File: src/rtl/pse_pkg.sv
package pse_pkg;

  localparam int CoordBits = 24;
  localparam int NormIters = 16;
  localparam int HwBits    = 23;
  localparam int IdxBits   = 32;
  localparam int CfgBits   = 32;
  localparam int CfgIdxBits = 2;

  localparam logic [CfgIdxBits-1:0] RegHalfWidth  = 2'd0;
  localparam logic [CfgIdxBits-1:0] RegColor      = 2'd1;
  localparam logic [CfgIdxBits-1:0] RegBaseVertex = 2'd2;

  localparam logic KindVertex   = 1'b0;
  localparam logic KindTriangle = 1'b1;

  // Difference of two coordinates needs one bit more.
  localparam int DiffBits = CoordBits + 1;

  // Classified job handed from the front to the back.
  typedef struct packed {
    logic                        do_norm;   // offset comes from a segment
    logic                        two_pts;   // emit the current point as well
    logic signed [CoordBits-1:0] p0x;
    logic signed [CoordBits-1:0] p0y;
    logic signed [CoordBits-1:0] p1x;
    logic signed [CoordBits-1:0] p1y;
    logic signed [DiffBits-1:0]  vx;
    logic signed [DiffBits-1:0]  vy;
    logic [IdxBits-1:0]          ord0;
  } job_t;

endpackage

File: src/rtl/pse_front.sv
module pse_front (
  input  logic                               clk_i,
  input  logic                               rst_ni,
  input  logic                               valid_i,
  output logic                               stall_o,
  input  logic signed [pse_pkg::CoordBits-1:0] px_i,
  input  logic signed [pse_pkg::CoordBits-1:0] py_i,
  input  logic                               final_point_i,
  output logic                               job_valid_o,
  input  logic                               job_stall_i,
  output pse_pkg::job_t                      job_o
);
  import pse_pkg::*;

  logic signed [CoordBits-1:0] prev_x_q, prev_y_q;
  logic [IdxBits-1:0]          prev_ord_q;
  logic                        have_prev_q;
  logic                        jv_q;
  job_t                        job_q;
  logic                        acc;

  assign stall_o     = jv_q && job_stall_i;
  assign acc         = valid_i && !stall_o;
  assign job_valid_o = jv_q;
  assign job_o       = job_q;

  always_ff @(posedge clk_i or negedge rst_ni) begin
    if (!rst_ni) begin
      prev_x_q    <= '0;
      prev_y_q    <= '0;
      prev_ord_q  <= '0;
      have_prev_q <= 1'b0;
      jv_q        <= 1'b0;
    end else begin
      if (jv_q && !job_stall_i) begin
        jv_q <= 1'b0;
      end
      if (acc) begin
        if (!have_prev_q && !final_point_i) begin
          prev_x_q    <= px_i;
          prev_y_q    <= py_i;
          prev_ord_q  <= '0;
          have_prev_q <= 1'b1;
        end else begin
          jv_q <= 1'b1;
          if (final_point_i) begin
            prev_x_q    <= '0;
            prev_y_q    <= '0;
            prev_ord_q  <= '0;
            have_prev_q <= 1'b0;
          end else begin
            prev_x_q   <= px_i;
            prev_y_q   <= py_i;
            prev_ord_q <= prev_ord_q + 1'b1;
          end
        end
      end
    end
  end

  always_ff @(posedge clk_i) begin
    if (acc) begin
      job_q.do_norm <= have_prev_q;
      job_q.two_pts <= have_prev_q && final_point_i;
      job_q.p0x     <= have_prev_q ? prev_x_q : px_i;
      job_q.p0y     <= have_prev_q ? prev_y_q : py_i;
      job_q.p1x     <= px_i;
      job_q.p1y     <= py_i;
      job_q.vx      <= DiffBits'(px_i) - DiffBits'(prev_x_q);
      job_q.vy      <= DiffBits'(py_i) - DiffBits'(prev_y_q);
      job_q.ord0    <= have_prev_q ? prev_ord_q : '0;
    end
  end
endmodule

File: config.mk
export PLATFORM = sky130hd
export DESIGN_NAME = pse_front
export DESIGN_NICKNAME = d
export VERILOG_FILES = /design/src/rtl/pse_pkg.sv /design/src/rtl/pse_front.sv
export SDC_FILE = /design/constraint.sdc
export NUM_CORES = 1
export LEC_CHECK = 0
export ABC_AREA = 1
export CAP_MARGIN = 0
export CORE_ASPECT_RATIO = 0.6
export CORE_MARGIN = 2
export CORE_UTILIZATION = 55
export CTS_CLUSTER_SIZE = 16
export DETAILED_ROUTE_END_ITERATION = 6
export DONT_BUFFER_PORTS = 1
export PLACE_DENSITY = 0.78
export SLEW_MARGIN = 10
export SYNTH_ARGS = -nofsm -noshare
export SYNTH_HDL_FRONTEND = slang
export SYNTH_SLANG_ARGS = --single-unit
File: constraint.sdc
create_clock -name clk_i -period 9.05 [get_ports clk_i]
set_input_delay 0.905 -clock clk_i [delete_from_list [all_inputs] [get_ports clk_i]]
set_output_delay 0.905 -clock clk_i [all_outputs]
set_load 0.005 [all_outputs]
# Word level (Yosys, flattened, before mapping)
# Cells that the tools add are included.
[totals]
regBits = 262
input_bits = 53
out_inout_bits = 182
elab_cells = 41
[classes]
addsub = 3
mux = 13
n_reduce_logical = 11
[op_table]
columns = ["op", "count"]
rows = [
  ["24-bit two-way mux", 6],
  ["32-bit two-way mux", 2],
  ["24-bit by 24-bit subtractor with 25-bit output", 2],
  ["32-bit by 1-bit adder with 32-bit output, second input constant", 1],
  ["1-bit logical AND", 5],
  ["1-bit two-way mux", 5],
  ["1-bit zero test", 4],
  ["2-bit AND reduction", 1],
  ["2-bit nonzero test", 1],
]

# Depth between registers and ports, before layout
# Gate-level depths: netlist of run 1.
[logic_depth]
word_depth = 5
mapped_depth = 12
mapped_depth_nobuf = 12

# Least setup slack after synthesis of run 1
# Ideal clock, no wire load.
[synth_timing]
kind = "input to register"
from = "in job_stall_i"
to = "reg job_q (netlist bit job_o[0]) (enable)"
setup_time_ps = 616
arrival_ps = 6323
t_required_ps = 8434
slack_ps = 2111
stages = 5
path_buffers = 2
cell_sequence = "nand2_2 -> nand2_2 -> buf_6 -> clkinv_1 -> clkbuf_1"
[synth_between]
elab_chain_len = 3
[synth_lines]
columns = ["element", "line", "text"]
rows = [
  ["start: declaration", "pse_front.sv:10", "input logic job_stall_i,"],
  ["1-bit logical AND", "pse_front.sv:22", "assign stall_o = jv_q && job_stall_i;"],
  ["1-bit zero test", "pse_front.sv:23", "assign acc = valid_i && !stall_o;"],
  ["1-bit logical AND", "pse_front.sv:23", ""],
  ["via acc", "pse_front.sv:20", "logic acc;"],
  ["end: declaration", "pse_front.sv:19", "job_t job_q;"],
]
# The timed path passes the listed nets, and every way through them passes these cells.
# A chain may end at the register's enable or synchronous reset.

# Worst setup path in the final report of run 1
[layout_timing]
from = "reg jv_q, in the netlist job_valid_o"
to = "reg job_q (netlist bit job_o[51]) (enable)"
[layout_between]
elab_chain_len = 3
[layout_lines]
columns = ["element", "line", "text"]
rows = [
  ["start: declaration", "pse_front.sv:18", "logic jv_q;"],
  ["start signal: assignment", "pse_front.sv:33", "jv_q <= 1'b0;"],
  ["start signal: assignment", "pse_front.sv:36", "jv_q <= 1'b0;"],
  ["start signal: assignment", "pse_front.sv:45", "jv_q <= 1'b1;"],
  ["1-bit logical AND", "pse_front.sv:22", ""],
  ["1-bit zero test", "pse_front.sv:23", ""],
  ["1-bit logical AND", "pse_front.sv:23", ""],
]
# No other way between the ends.

==> results of run 1 <==
-- critical path: stages (launching register included) --
cell,delay (ns)
dfrtp_1,0.42
nand2_2,0.12
nand2_2,0.22
inv_8,0.68
buf_4,0.96
-- flip-flops by register name, indices dropped and copies added, names as in the netlist --
| register | count |
|---|---|
| job_o | 180 |
| have_prev_q | 1 |
| prev_ord_q | 32 |
| job_valid_o | 1 |
| prev_x_q | 24 |
| prev_y_q | 24 |
-- worst max path at each step --
stage / depth (start not counted) / startpoint / slack, ns / end
4_1_cts: 4 / job_valid_o / 6.06 / job_o[43]
5_1_grt: 6 / job_valid_o / 5.79 / prev_ord_q[0]
6_report: 4 / job_valid_o / 6.03 / job_o[51]
3_5_place_dp: 4 / job_stall_i / 5.59 / job_o[135]
3_3_place_gp: 4 / job_stall_i / 5.69 / job_o[139]
2_1_floorplan: 5 / job_stall_i / 2.11 / job_o[0]
-- placed cells by master, fill, tap and decap left out, drive strengths merged, types with 5 or more instances in the layout --
master	count
nor4	5
edfxtp	180
inv	316
ha	49
clkbuf	27
nand2	466
nor2	111
bufinv	5
clkinv	12
o21ai	62
nand4	26
o21bai	5
nand3	69
a21oi	49
o22ai	46
xor2	22
nand3b	7
dfrtp	82
-- cell type report --
cell class              instances  area [um2]  share of cell area, %
flip-flops and latches        262        7460                   51.2
multi-input cells             933        4650                   31.9
inverters                     316        1190                   8.19
clock buffers                  27         643                   4.41
well taps                     322         403                   2.76
clock inverters                17         203                   1.39
repair buffers                  3        22.5                  0.154
-- through the flow --
stage | worst slack [ns] | util, % | cells
4_1_cts | 6.06 | 60.6 | 1880
2_1_floorplan | 2.11 | - | 1538
3_3_place_gp | 5.69 | 57.1 | 1836
6_report | 6.03 | 60.6 | 1880
5_1_grt | 5.79 | 60.6 | 1880
3_5_place_dp | 5.59 | 57.1 | 1836
-- power by group --
| group | internal [uW] | switching [uW] | total [uW] |
|---|---|---|---|
| logic | 165 | 370 | 535 |
| registers | 1440 | 76.2 | 1510 |
| clock network | 651 | 445 | 1100 |
| total | 2250 | 891 | 3140 |
-- per-layer routing --
layer	vias to the layer above	track usage (%)	share of wire (%)
li1	4929	-	-
met1	4801	39.8	46
met2	475	35.5	41
met3	38	7.38	11
met4	0	4.78	1.7
met5	-	0	0
-- cells by family (layout without fill, tap and decap cells) --
kind of cell	Yosys count	count (layout)	synth area share (%)
XOR/XNOR	25	25	1.63
AND/OR/NAND/NOR	690	690	21.3
adder cells (fa/ha/maj)	51	51	4.87
buffers and inverters	343	363	9.71
flip-flops	262	262	55.6
AO/OA/AOI/OAI	167	167	6.89
==> flow_summary.yaml, run 1 <==
floorplan:
  core_mm2: 0.0241
  die_w_um: 206
  num_io_pins: 235
  fp.dieH_um: 125
  start_util_pct: 55.8
  die-area_mm2: 0.0257
  row_count: 44
setup_path:
  crit_arrival_ns: 3.17
  worstSetupStartpointType: "flop"
  r2r_slack_ns: 6.03
  r2r_cells: 4
  crit_type: "reg -> reg"
  worst_setup_path_end_kind: "flop"
  timing.rr.end: "job_o[51]"
  rr_startpoint: "job_valid_o"
  crit_fanout: 141
  required_ns: 9.19
detailed_routing:
  num_vias: 10243
  drt_wl_total_mm: 32.9
  drc: 3
  detail-route-antenna-nets: 0
  routed_via_density: 5.45
  drt_iter0_markers: 1056
  wire_per_inst_um: 17.5
  drtPass1Iterations: 7
placed_design:
  place_area_mm2: 0.0137
  place.gp.congestion: 1.03
  dp_hpwl_mm: 23.8
  io_buffers: 0
global_routing:
  grt-ovfl-total: 0
  grt_pass1_vias: 9387
  grt_antenna_before_repair: 0
  grt_max_degree: 142
  grt.total_usage_pct: 25.5
  grt_pass1_wl_mm: 51.2
sta:
  fmax_mhz: 331
  hold_viol_final: 0
  timing.setup.tns_ns: 0
  clock_skew_ns: 0.0229
  setup_viol: 0
  rsz0062_at_grt: "no"
  slew_violations: 0
  min_period_over_period_pct: 33.4
  relSlewSlack_pct: 25.7
  worst_pin_slew_ns: 1.11
  finalCriticalPeriod_ns: 3.02
  whs_ns: 0.0610
status:
  status: "complete, but fails checks"
  violations: "design-rule violations"
yosys:
  synth_top_area_share_pct: 40.3
  syn_inst: 1538
  netlist_area_mm2: 0.0134
  ys_warn_count: 0
  synth_enable_flop_cells: 180
  synth_most_common_cell: "nand2_1"
  synth-async-reset-ratio_pct: 31.3
  synth_flop_cell: "edfxtp_1"
  ys_top_cells_by_area: "edfxtp_1 (40%), dfrtp_1 (15%), nand2_1 (13%)"
  synth_commonest_cells: "nand2_1 (464), inv_1 (314), edfxtp_1 (180)"
  synth_top_area_cell: "edfxtp_1"
  syn_avg_cell_area_um2: 8.72
  ys_ff_latch: 262
  synth_seq_area_share_pct: 55.6
  yosys.cell_types.count: 37
  syn_nets: 1642
cts:
  cts_buffers: 24
  clk_latency_ns: 0.54
  clk_path_buf_depth: 3
  cts_root_buffer: "clkbuf_16"
  cts_setup_buffers: 0
  cts_tree: "done"
  cts.sinks: 262
  ctsHoldBuffers: 0
  ctsResizeCount: 0
  path_clk_slew_ns: 0.07
  cts_htree_levels: 1
power_and_ir_drop:
  p_leak_uw: 0.00694
  peakVddDrop_v: 0.000161
  total_power_uw: 3140
  p_per_area_mw_per_mm2: 216
final_layout:
  final_area_mm2: 0.0146
  insertedDiodeCount: 0
  area_growth_pct: 8.69
  nFillCells: 1984
  drive_above_1_share_pct: 3.66
  nNetsFinal: 1644
run:
  cap_violations: 0
min_path:
  min_path_type: "in -> async"
Note: power is estimated with default switching activity, not from simulation.
==> run 2: changes to the inputs <==
- clock period: 9.05 -> 2.8 ns (I/O delays scaled with it)
==> flow_summary.yaml, run 2 (same netlist as run 1, synthesis figures left out) <==
status:
  status: "complete, no violations"
setup_path:
  path_common_cell: "nand2_1"
  timing.rr.end: "job_o[81]"
  crit_type: "in -> reg"
  required_ns: 3.10
  crit_fanout: 4
  r2r_slack_ns: 0.58
  crit_arrival_ns: 2.54
  cp_slowest_cell: "dlygate4sd3_1"
  worst_setup_path_end_kind: "flop"
  path_cells: "dlygate4sd3_1, inv_1, ha_1, fa_1, inv_1, nand3_1, nand3_1, nand2_1, nand2_1, nand2_1, nand4_1, nand2_1"
  worstSetupStartpointType: "primary input"
  r2r_cells: 10
  rr_startpoint: "prev_x_q[0]"
  critical_path.max_stage_delay_ns: 0.58
final_layout:
  layout_commonest_cell: "nand2_1"
  register_area_mm2: 0.00746
  mostFrequentLayoutCells: "nand2_1 (464), inv_1 (313), edfxtp_1 (180)"
  nFillCells: 1953
  largest_register_ffs: 180
  area_growth_pct: 13.1
  multi_input_area_mm2: 0.00465
  drive_above_1_share_pct: 4.02
  insertedDiodeCount: 0
  nNetsFinal: 1703
placed_design:
  io_buffers: 0
  pre_cts_ws_ns: 0.632
  place.gp.congestion: 0.997
  dp_hpwl_mm: 25.2
detailed_routing:
  drt_iter0_markers: 1208
  drt_wl_total_mm: 35.7
  drtPass1Iterations: 6
  drc: 0
  detail-route-antenna-nets: 0
  wire_per_inst_um: 18.4
  routed_via_density: 5.43
  num_vias: 10525
sta:
  relSlewSlack_pct: 47.6
  worst_pin_slew_ns: 0.786
  hold_viol_final: 0
  min_period_over_period_pct: 80.1
  fmax_mhz: 446
  rsz0062_at_grt: "no"
  slew_violations: 0
  worst_slack_ns: 0.556
  finalCriticalPeriod_ns: 2.24
  timing.setup.tns_ns: 0
  setup_viol: 0
  clock_skew_ns: 0.0136
min_path:
  hold_start: "final_point_i"
  whs_path_depth: 2
  min_to: "prev_ord_q[1]"
  min_path_type: "in -> reg"
cts:
  cts_htree_levels: 1
  cts_root_buffer: "clkbuf_16"
  ctsHoldBuffers: 53
  cts.sinks: 262
  clk_path_buf_depth: 3
  path_clk_slew_ns: 0.07
  clk_latency_ns: 0.54
  cts_setup_buffers: 0
  cts_tree: "done"
  ctsResizeCount: 0
  cts_buffers: 25
global_routing:
  grt_max_degree: 83
  grt-ovfl-total: 0
  grt_pass1_wl_mm: 54.8
  grt.total_usage_pct: 27.7
  grt_antenna_before_repair: 0
  grt_pass1_vias: 9655
power_and_ir_drop:
  peakVddDrop_v: 0.000449
  p_leak_uw: 0.00718
  p_per_area_mw_per_mm2: 672
run:
  cap_violations: 0
floorplan:
  die_w_um: 206
  start_util_pct: 55.8
  core_mm2: 0.0241
  die-area_mm2: 0.0257
  fp.dieH_um: 125
  row_count: 44
  num_io_pins: 235
==> run 2: cell types whose count changed in the layout (fill, tap and decap cells not counted), moves of 2 or more <==
cell           delta
clkinvlp_4        +2
dlygate4sd3_1    +52
buf_4             +2
clkinv_4          +3
bufinv_16         -2
buf_12            +3
==> run 2: worst max-delay path by stage <==
| stage | startpoint | to | slack, ns |
|---|---|---|---|
| final | px_i[0] | job_o[81] | 0.56 |
| after detailed placement | prev_x_q[0] | job_o[65] | 0.63 |
| after floorplan | job_valid_o | job_o[0] | 0.25 |
| after CTS | px_i[0] | job_o[65] | 0.60 |
| after global placement | job_valid_o | prev_ord_q[5] | 0.66 |
| after global routing | py_i[0] | job_o[44] | 0.48 |
==> run 2: critical path, delay by kind of cell <==
kind | cells | cell delay (ns)
fa+ha+maj | 2 | 0.64
buf+inv | 3 | 0.77
simple gates | 7 | 0.84
==> run 2: stage by stage <==
| step | hold slack [ns] | total power (uW) | utilization [%] | area (um2) | std cells |
|---|---|---|---|---|---|
| 3_3_place_gp | -0.0116 | 6660 | 57.4 | 13800 | 1841 |
| 4_1_cts | 0.0157 | 10200 | 63.0 | 15200 | 1939 |
| 6_report | 0.0357 | 10200 | 63.0 | 15200 | 1939 |
| 2_1_floorplan | -0.0156 | 6140 | - | 13400 | 1538 |
| 3_5_place_dp | -0.0118 | 6700 | 57.4 | 13800 | 1841 |
| 5_1_grt | 0.0260 | 10700 | 63.0 | 15200 | 1939 |
==> run 2: final cells by class <==
class | count | share of cell area [%]
clock buffer | 27 | 4.17
clock inverter | 18 | 1.16
inverter | 316 | 7.87
multi-input combinational | 933 | 30.7
sequential | 262 | 49.2
tap | 322 | 2.66
timing repair buffer | 61 | 4.26
==> run 2: per-layer routing <==
layer  vias to the layer above  track usage (%)  share of wire (%)
li1                       5059                -                  -
met1                      4917             43.6                 47
met2                       506             38.3                 40
met3                        43             7.82                 11
met4                         0             5.33                1.8
met5                         -                0                  0
==> run 2: power breakdown <==
| part | internal [uW] | switching, uW |
|---|---|---|
| logic | 605 | 1310 |
| registers | 4640 | 229 |
| clock network | 1920 | 1500 |
==> run 3: changes to the inputs <==
- clock period: 2.8 -> 2.3 ns (I/O delays scaled with it)
==> flow_summary.yaml, run 3 (same netlist as run 1, synthesis figures left out) <==
setup_path:
  crit_fanout: 4
  worstSetupStartpointType: "flop"
  r2r_cells: 10
  path_cells: "ha_1, fa_1, inv_1, nand3_1, nand3_2, nand2_1, nand2_1, nand3_1, nand3_1, nand2_1"
  worst_setup_path_end_kind: "flop"
  required_ns: 2.58
  critical_path.max_stage_delay_ns: 0.41
  crit_type: "reg -> reg"
  crit_arrival_ns: 2.43
  cp_slowest_cell: "dfrtp_1"
power_and_ir_drop:
  p_per_area_mw_per_mm2: 814
  peakVddDrop_v: 0.000543
  swShare_pct: 29.9
  p_sw_uw: 3700
  pwr-share-comb_pct: 19.0
  clkPwrFrac_pct: 32.9
  pwr-share-seq_pct: 48.1
  p_leak_uw: 0.00720
  p_int_uw: 8670
floorplan:
  num_io_pins: 235
  start_util_pct: 55.8
  row_count: 44
  fp.dieH_um: 125
  die_w_um: 206
  core_mm2: 0.0241
  die-area_mm2: 0.0257
global_routing:
  grt.total_usage_pct: 27.7
  grt-ovfl-total: 0
  grt_pass1_wl_mm: 54.8
  grt_antenna_before_repair: 0
  grt_pass1_vias: 9678
  grt_max_degree: 98
final_layout:
  largest_register_ffs: 180
  insertedDiodeCount: 0
  layout_commonest_cell: "nand2_1"
  nNetsFinal: 1705
  final_area_mm2: 0.0152
  final_util_pct: 63.2
  stdcell_count: 1942
  drive_above_1_share_pct: 4.14
  mostFrequentLayoutCells: "nand2_1 (464), inv_1 (314), edfxtp_1 (180)"
  nFillCells: 1939
  multi_input_area_mm2: 0.00466
  register_area_mm2: 0.00746
  area_growth_pct: 13.3
sta:
  relSlewSlack_pct: 64.2
  slew_violations: 0
  min_period_over_period_pct: 93.6
  timing.setup.tns_ns: 0
  rsz0062_at_grt: "no"
  fmax_mhz: 464
  worst_pin_slew_ns: 0.537
  finalCriticalPeriod_ns: 2.15
  setup_viol: 0
  hold_viol_final: 0
  clock_skew_ns: 0.0132
  worst_slack_ns: 0.147
detailed_routing:
  wire_per_inst_um: 18.6
  wl_met2_mm: 15.4
  routed_via_density: 5.45
  drt_wl_total_mm: 36.2
  detail-route-antenna-nets: 0
  highest_layer: "met4"
  drtPass1Iterations: 5
  drc: 0
  num_vias: 10581
  met1_length_mm: 16.5
  drt_iter0_markers: 1069
  wl_met3_mm: 3.74
placed_design:
  placedCellCount: 1843
  place_area_mm2: 0.0138
  place.gp.congestion: 0.956
  io_buffers: 0
  pre_cts_ws_ns: 0.192
  dp_hpwl_mm: 25.1
min_path:
  min_path_type: "in -> reg"
  whs_path_depth: 2
status:
  status: "complete, no violations"
cts:
  cts_root_buffer: "clkbuf_16"
  path_clk_slew_ns: 0.06
  cts_htree_levels: 1
  cts_setup_buffers: 0
  cts_buffers: 25
  cts.sinks: 262
  cts_tree: "done"
  clk_latency_ns: 0.54
  clk_path_buf_depth: 3
run:
  cap_violations: 0
run 3: changes by cell type in the layout (fill, tap and decap cells not counted):
cell and delta:
a21oi_1 -1, a21oi_2 +1, buf_12 +2, bufinv_16 -1, clkbuf_1 +4, clkbuf_8 +1, clkinv_1 -2, clkinv_2 -2
clkinv_4 -2, inv_1 +1, inv_6 +1, inv_8 +1, nand3_1 -1, nand3_2 +1
run 3: area by class of cell:
class                   count  share of cell area, %
repair buffers             63                   4.51
well taps                 322                   2.65
multi-input cells         933                   30.7
clock buffers              32                   4.35
flip-flops and latches    262                   49.1
clock inverters            14                  0.889
inverters                 316                   7.85
run 3: repair_timing:
action / CTS / global route
endpoints found under the setup margin: 0 / 3
hold endpoints to repair: 220 / 0
gates resized for setup: 0 / 2
hold buffers: 53 / 0
run 3: layer usage:
metal / track usage [%] / vias up
li1: - / 5057
met1: 43.3 / 5012
met5: 0 / -
met3: 6.80 / 46
met4: 5.63 / 0
met2: 39.2 / 466
run 3: worst paths after layout:
path / start / endpoint / slack (ns)
min: py_i[14] / job_o[46] / 0.13
min in group asynchronous: rst_ni / prev_y_q[7] / 0.35
max: prev_x_q[0] / job_o[71] / 0.15
max reg2reg: prev_x_q[0] / job_o[71] / 0.15
max in group asynchronous: rst_ni / have_prev_q / 1.58
min reg2reg: prev_y_q[0] / prev_y_q[0] / 0.53
run 3: power groups by stage:
stage               combinational (uW)  clock [uW]  sequential (uW)
floorplan                         1570           0             5900
global placement                  2090           0             6020
detailed placement                2150           0             6040
CTS                               2300        4140             5950
global route                      2620        4320             5990
finish                            2350        4080             5950
run 3: critical path: cells and delay by family (launching register included):
family	cells	cell delay, ns
adders and majority gates	2	0.66
buffers and inverters	1	0.10
DFF	1	0.41
and+or+nand+nor	7	0.75
run 3: through the flow:
| step | hold WS, ns | power [uW] |
|---|---|---|
| 2_1_floorplan | -0.0656 | 7470 |
| 3_3_place_gp | -0.0618 | 8120 |
| 3_5_place_dp | -0.0624 | 8190 |
| 4_1_cts | 0.115 | 12400 |
| 5_1_grt | 0.146 | 12900 |
| 6_report | 0.131 | 12400 |
